## src/design/mid_pkg.sv

```systemverilog
`timescale 1ns / 1ps

package mid_pkg;

  localparam int WIDTH = 32;
  localparam int CNT_W = $clog2(WIDTH);

  localparam logic STATUS_OK    = 1'b0;
  localparam logic STATUS_NOINV = 1'b1;

  typedef struct packed {
    logic [WIDTH-1:0] dividend;
    logic [WIDTH-1:0] divisor;
  } in_word_t;

  typedef struct packed {
    logic [WIDTH-1:0] quotient;
    logic             status;
  } out_word_t;

  typedef enum logic {
    ALU_DBLADD,
    ALU_SUB
  } alu_op_t;

  typedef struct packed {
    alu_op_t          op;
    logic [WIDTH-1:0] a;
    logic [WIDTH-1:0] b;
    logic [WIDTH-1:0] m;
  } alu_req_t;

endpackage

```

## src/design/mid_alu.sv

```systemverilog
`timescale 1ns / 1ps

module mid_alu import mid_pkg::*; (
  input  alu_req_t         req,
  output logic [WIDTH-1:0] res
);

  logic [WIDTH+1:0] sum;
  logic [WIDTH+1:0] m1;
  logic [WIDTH+1:0] m2;
  logic [WIDTH:0]   diff;
  logic [WIDTH-1:0] diff_fix;

  // (2a + b) mod m, operands below m so sum < 3m
  assign sum = {1'b0, req.a, 1'b0} + {2'b00, req.b};
  assign m1  = {2'b00, req.m};
  assign m2  = {1'b0, req.m, 1'b0};

  // (a - b) mod m
  assign diff     = {1'b0, req.a} - {1'b0, req.b};
  assign diff_fix = diff[WIDTH-1:0] + req.m;

  always_comb begin
    res = '0;
    unique case (req.op)
      ALU_DBLADD: begin
        if (sum >= m2) begin
          res = WIDTH'(sum - m2);
        end else if (sum >= m1) begin
          res = WIDTH'(sum - m1);
        end else begin
          res = sum[WIDTH-1:0];
        end
      end
      ALU_SUB: begin
        res = diff[WIDTH] ? diff_fix : diff[WIDTH-1:0];
      end
      default: res = '0;
    endcase
  end

endmodule

```

## src/design/modular_inverse_divider.sv

```systemverilog
`timescale 1ns / 1ps
// Modular divider: quotient = dividend * divisor^-1 mod modulus.
// Input channel in_valid/in_stall/in_data carries one word {dividend, divisor};
// result channel out_valid/out_stall/out_data carries {quotient, status}.
// A word moves at a clock edge with valid high and stall low.
// cfg_we/cfg_wdata writes the modulus; write it only while the block is idle.
// One word is processed at a time; in_stall is high from accept until the
// result is handed to the output register. A word passes through two
// modulus reductions (dividend, then divisor), the Euclid steps and a final
// multiply. Each reduction and each Euclid step runs on a shift-subtract
// divider, and the double-and-add modular unit is shared by the coefficient
// update and the multiply.
// A held result waits in the output register while the next word is worked
// on; if out_stall keeps it, the finished word waits before the output.
// A zero modulus or gcd(divisor, modulus) != 1 gives status 1, quotient 0.
// Synchronous active-low reset: idle, no result pending, modulus = 2.

module modular_inverse_divider import mid_pkg::*; (
  input  logic             clk,
  input  logic             rst_n,
  input  logic             in_valid,
  output logic             in_stall,
  input  in_word_t         in_data,
  output logic             out_valid,
  input  logic             out_stall,
  output out_word_t        out_data,
  input  logic             cfg_we,
  input  logic [WIDTH-1:0] cfg_wdata
);

  typedef enum logic [2:0] {
    S_IDLE,
    S_ALIGN,
    S_DIV,
    S_POST,
    S_CHECK,
    S_MUL,
    S_FIN
  } state_t;

  typedef enum logic [1:0] {
    PH_RED_X,
    PH_RED_D,
    PH_EUC
  } phase_t;

  state_t           state_r;
  phase_t           phase_r;
  logic [WIDTH-1:0] modulus_r;
  logic [WIDTH-1:0] x_r;
  logic [WIDTH-1:0] d_r;
  logic [WIDTH-1:0] rem_r;
  logic [WIDTH-1:0] s_r;
  logic [WIDTH-1:0] r0_r;
  logic [WIDTH-1:0] r1_r;
  logic [WIDTH-1:0] t0_r;
  logic [WIDTH-1:0] t1_r;
  logic [WIDTH-1:0] acc_r;
  logic [WIDTH-1:0] mult_r;
  logic [CNT_W-1:0] k_r;
  out_word_t        res_r;
  out_word_t        out_data_r;
  logic             out_valid_r;

  logic [WIDTH-1:0] s_dbl;
  logic             align_go;
  logic             div_ge;
  alu_req_t         alu_req;
  logic [WIDTH-1:0] alu_res;

  assign s_dbl    = {s_r[WIDTH-2:0], 1'b0};
  assign align_go = !s_r[WIDTH-1] && (s_dbl <= rem_r);
  assign div_ge   = (rem_r >= s_r);

  always_comb begin
    alu_req.op = ALU_DBLADD;
    alu_req.a  = acc_r;
    alu_req.b  = '0;
    alu_req.m  = modulus_r;
    unique case (state_r)
      S_DIV: begin
        alu_req.b = div_ge ? t1_r : '0;
      end
      S_POST: begin
        alu_req.op = ALU_SUB;
        alu_req.a  = t0_r;
        alu_req.b  = acc_r;
      end
      S_MUL: begin
        alu_req.b = mult_r[WIDTH-1] ? x_r : '0;
      end
      default: ;
    endcase
  end

  mid_alu u_alu (
    .req (alu_req),
    .res (alu_res)
  );

  always_ff @(posedge clk) begin
    if (!rst_n) begin
      state_r     <= S_IDLE;
      phase_r     <= PH_RED_X;
      out_valid_r <= 1'b0;
      modulus_r   <= WIDTH'(2);
    end else begin
      if (cfg_we) begin
        modulus_r <= cfg_wdata;
      end
      if (out_valid_r && !out_stall && state_r != S_FIN) begin
        out_valid_r <= 1'b0;
      end
      unique case (state_r)
        S_IDLE: begin
          if (in_valid) begin
            x_r <= in_data.dividend;
            d_r <= in_data.divisor;
            if (modulus_r == '0) begin
              res_r.quotient <= '0;
              res_r.status   <= STATUS_NOINV;
              state_r        <= S_FIN;
            end else begin
              rem_r   <= in_data.dividend;
              s_r     <= modulus_r;
              k_r     <= '0;
              phase_r <= PH_RED_X;
              state_r <= S_ALIGN;
            end
          end
        end
        S_ALIGN: begin
          if (align_go) begin
            s_r <= s_dbl;
            k_r <= k_r + CNT_W'(1);
          end else begin
            state_r <= S_DIV;
          end
        end
        S_DIV: begin
          if (div_ge) begin
            rem_r <= rem_r - s_r;
          end
          s_r <= s_r >> 1;
          if (phase_r == PH_EUC) begin
            acc_r <= alu_res;
          end
          if (k_r == '0) begin
            state_r <= S_POST;
          end else begin
            k_r <= k_r - CNT_W'(1);
          end
        end
        S_POST: begin
          unique case (phase_r)
            PH_RED_X: begin
              x_r     <= rem_r;
              rem_r   <= d_r;
              s_r     <= modulus_r;
              k_r     <= '0;
              phase_r <= PH_RED_D;
              state_r <= S_ALIGN;
            end
            PH_RED_D: begin
              r0_r    <= modulus_r;
              r1_r    <= rem_r;
              t0_r    <= '0;
              t1_r    <= (modulus_r == WIDTH'(1)) ? '0 : WIDTH'(1);
              state_r <= S_CHECK;
            end
            PH_EUC: begin
              r0_r    <= r1_r;
              r1_r    <= rem_r;
              t0_r    <= t1_r;
              t1_r    <= alu_res;
              state_r <= S_CHECK;
            end
            default: state_r <= S_IDLE;
          endcase
        end
        S_CHECK: begin
          if (r1_r == '0) begin
            if (r0_r == WIDTH'(1)) begin
              acc_r   <= '0;
              mult_r  <= t0_r;
              k_r     <= CNT_W'(WIDTH - 1);
              state_r <= S_MUL;
            end else begin
              res_r.quotient <= '0;
              res_r.status   <= STATUS_NOINV;
              state_r        <= S_FIN;
            end
          end else begin
            rem_r   <= r0_r;
            s_r     <= r1_r;
            k_r     <= '0;
            acc_r   <= '0;
            phase_r <= PH_EUC;
            state_r <= S_ALIGN;
          end
        end
        S_MUL: begin
          acc_r  <= alu_res;
          mult_r <= mult_r << 1;
          if (k_r == '0) begin
            res_r.quotient <= alu_res;
            res_r.status   <= STATUS_OK;
            state_r        <= S_FIN;
          end else begin
            k_r <= k_r - CNT_W'(1);
          end
        end
        S_FIN: begin
          if (!out_valid_r || !out_stall) begin
            out_data_r  <= res_r;
            out_valid_r <= 1'b1;
            state_r     <= S_IDLE;
          end
        end
        default: state_r <= S_IDLE;
      endcase
    end
  end

  assign in_stall  = (state_r != S_IDLE);
  assign out_valid = out_valid_r;
  assign out_data  = out_data_r;

endmodule
```

## config.mk

```make
export PLATFORM = sky130hd
export DESIGN_NAME = modular_inverse_divider
export DESIGN_NICKNAME = d
export VERILOG_FILES = /design/src/design/mid_pkg.sv /design/src/design/mid_alu.sv /design/src/design/modular_inverse_divider.sv
export SDC_FILE = /design/constraint.sdc
export NUM_CORES = 1
export LEC_CHECK = 0
export ABC_AREA = 1
export BUFFER_PORTS_ARGS = -buffer_cell sky130_fd_sc_hd__buf_2
export CELL_PAD_IN_SITES_DETAIL_PLACEMENT = 0
export CELL_PAD_IN_SITES_GLOBAL_PLACEMENT = 1
export CORE_MARGIN = 10
export CORE_UTILIZATION = 42
export DETAILED_ROUTE_END_ITERATION = 12
export PLACE_DENSITY = 0.84
export SLEW_MARGIN = 20
export SYNTH_ARGS = -nofsm -noshare
export SYNTH_HDL_FRONTEND = slang
export SYNTH_HIERARCHICAL = 1
export SYNTH_SLANG_ARGS = --single-unit
export TNS_END_PERCENT = 30
```

## constraint.sdc

```tcl
create_clock -name clk -period 19 [get_ports clk]
set_clock_uncertainty 0.1 [all_clocks]
set_input_delay 1.9 -clock clk [delete_from_list [all_inputs] [get_ports clk]]
set_output_delay 1.9 -clock clk [all_outputs]
set_load 0.01 [all_outputs]
```

==> metrics.txt <==
status finished, final reports clean; worst slew pin tran approximately 1100 ps; delay-heaviest family, CP simple AND/OR/NAND/NOR gates; H-tree depth 2; DRT Pass-1 Iters 7; first-pass GRT wire length 202500 um; Slew Viols, Final 0; number of synthesized flops with an enable pin 391; Final nets 4916; multi-input logic area 17920 um2; initial antenna violation count 11; most frequent cells in the layout nand2_1, inv_1, nor2_1; final worst path period need ~8500 ps; r2r setup slk approximately 11000 ps; FF-to-FF End res_r[18]; Placeable Area 78870 um2; layout cells sized above 1 9.006%; port bufs 135; vias in the first global route 30.09k; Reg-to-Reg Start s_r[0]; IO Pins 136; slowest CP cell a21boi_4; hold path cells 0; Seq/Total Area, Yosys 37.49%; row cnt 103; Crit Path Category reg2reg; Vias between 30k and 40k; top_reg_cell synth edfxtp_1; FFs w/ async S/R, synth 0%; post-DP HPWL 114100 um; Global Route Usage Sum about 30%; gpl congestion roughly 1.1; clock tree root driver cell clkbuf_16; Hold-fix buffers, CTS 0; Die Wd about 300 um; max_slew headroom 29.31%; Starting Density 42.28%; CP endpoint kind register; Synth Warn # 6; number of routed nets with antenna violations 0; utilization after layout 46.46%; hold_sp res_r[0]; post-CTS sizing 0; final setup vio count 0; Via density 5.692; Buf/Inv on CP 5; Setup Fix Bufs, Post-CTS 0; Synth cell types 64; die area between 90000 and 100000 um2; crit path max fanout 34; Clk Latency, worst-skew pair roughly 640 ps; global route overflow 0; pin count of the biggest net entering global routing 73; hold path endpoint out_data[0]; Worst-path clk slew 60 ps; Filler Cells Inserted slightly above 8k; Worst Setup Start Kind register; Synth Instances 4489; register bit count reported by yosys 429; Critical path origin s_r[0]; crit-path max cell delay between 800 and 900 ps; clock sink count 429; Final period util between 40 and 50%; chip height 301.8 um; Mapped Area 33340 um2; commonest non-fill, non-tap cell in the layout nand2_1; Worst R2R Path Depth 44; storage element area approximately 13000 um2; class of the worst hold path reg2reg; syn_area_per_cell 7.428 um2; Area Overhead vs Synth 9.887%; CTS Buf Count 48; RSZ-0062 raised after global routing no; max-cap violations 0; clock tree buffer depth 3; Worst EP arrival 8710 ps; CTS tree built; Avg WL per Cell 24.70 um; Hold Slack 317.6 ps; critical path required time 19230 ps; fmax between 100 and 150 MHz; post-synthesis net count 4823; setup TNS 0 ps; Iter 0 DRT Violations 4155; final hold violation count 0; residual DRC count 0; WL final ~140000 um; most frequent CP cell nand2_1
flip-flops by register name, summed over array words and instances (netlist names), 5 cells and up:
signal and count:
r1_r 32, s_r 32, mult_r 32, out_data 33
k_r 5, t1_r 32, modulus_r 32, r0_r 32
x_r 32, t0_r 32, acc_r 32, res_r 33
d_r 32, rem_r 32
kinds of logic (layout without fill, tap and decap cells):
kind of cell | after synthesis | count (layout) | synth area share [%]
XOR/XNOR | 112 | 112 | 2.942
AND/OR/NAND/NOR | 2220 | 2220 | 28.57
buffers and inverters | 753 | 883 | 9.028
AO/OA/AOI/OAI | 742 | 742 | 13.06
flip-flops | 429 | 429 | 37.49
adder cells (fa/ha/maj) | 233 | 233 | 8.901
other | 0 | 2 | 0
worst register-to-register path, delay by kind of cell (launching register included):
kind,cells,cell delay [ps]
compound gates,4,1490
simple gates,29,3350
fa+ha+maj,5,1770
xor+xnor,1,450
buf+inv,5,590
flops,1,430
final cells by class:
| type | instances | share of cell area, % |
|---|---|---|
| Sequential cell | 429 | 34.12 |
| Inverter | 634 | 6.502 |
| Tap cell | 1050 | 3.585 |
| Timing Repair Buffer | 162 | 2.397 |
| Multi-Input combinational cell | 3307 | 48.90 |
| Clock buffer | 64 | 3.606 |
| Antenna cell | 2 | 0.01366 |
| Clock inverter | 23 | 0.8742 |
through the flow:
step                setup WS [ps]  cell area [um2]  cells
finish                      10520            36640   5671
global route                10030            36640   5669
CTS                         10710            36640   5669
detailed placement          10790            34990   5582
global placement            10820            34990   5582
floorplan                   10670            33340   4489
worst max-delay path by stage:
stage                endpoint  slack, ps  cells after the start
finish              res_r[18]      10520                     44
detailed placement  res_r[18]      10790                     44
CTS                 res_r[30]      10710                     29
global route        res_r[30]      10030                     31
floorplan             r0_r[0]      10670                      3
global placement    res_r[17]      10820                     39
cell usage after synthesis, types with 27 or more instances:
cell / number / area (um2)
nand2_1: 1306 / 4902
o21ai_0: 212 / 1061
nor3_1: 44 / 220.2
nand3_1: 235 / 1176
o21bai_1: 34 / 255.2
dfxtp_1: 38 / 760.7
xor2_1: 62 / 543.0
nand4_1: 55 / 344.1
nand2_2: 56 / 350.3
inv_1: 614 / 2305
ha_1: 226 / 2828
clkbuf_1: 63 / 236.5
xnor2_1: 50 / 437.9
buf_2: 27 / 135.1
a21oi_1: 303 / 1516
edfxtp_1: 391 / 11740
nor2_1: 408 / 1531
a32oi_1: 32 / 280.3
nand3_2: 35 / 350.3
per-layer routing:
metal | up-vias | wire, um | track usage, %
met5 | - | 70 | 0
met4 | 10 | 4824 | 8.937
met3 | 208 | 14110 | 5.554
met2 | 1614 | 59140 | 44.70
met1 | 15364 | 61910 | 43.20
li1 | 15085 | - | -
Power is left out: the tool's default activity adds up to more than one toggle a clock period on the data nets, which glitch-free logic cannot reach.
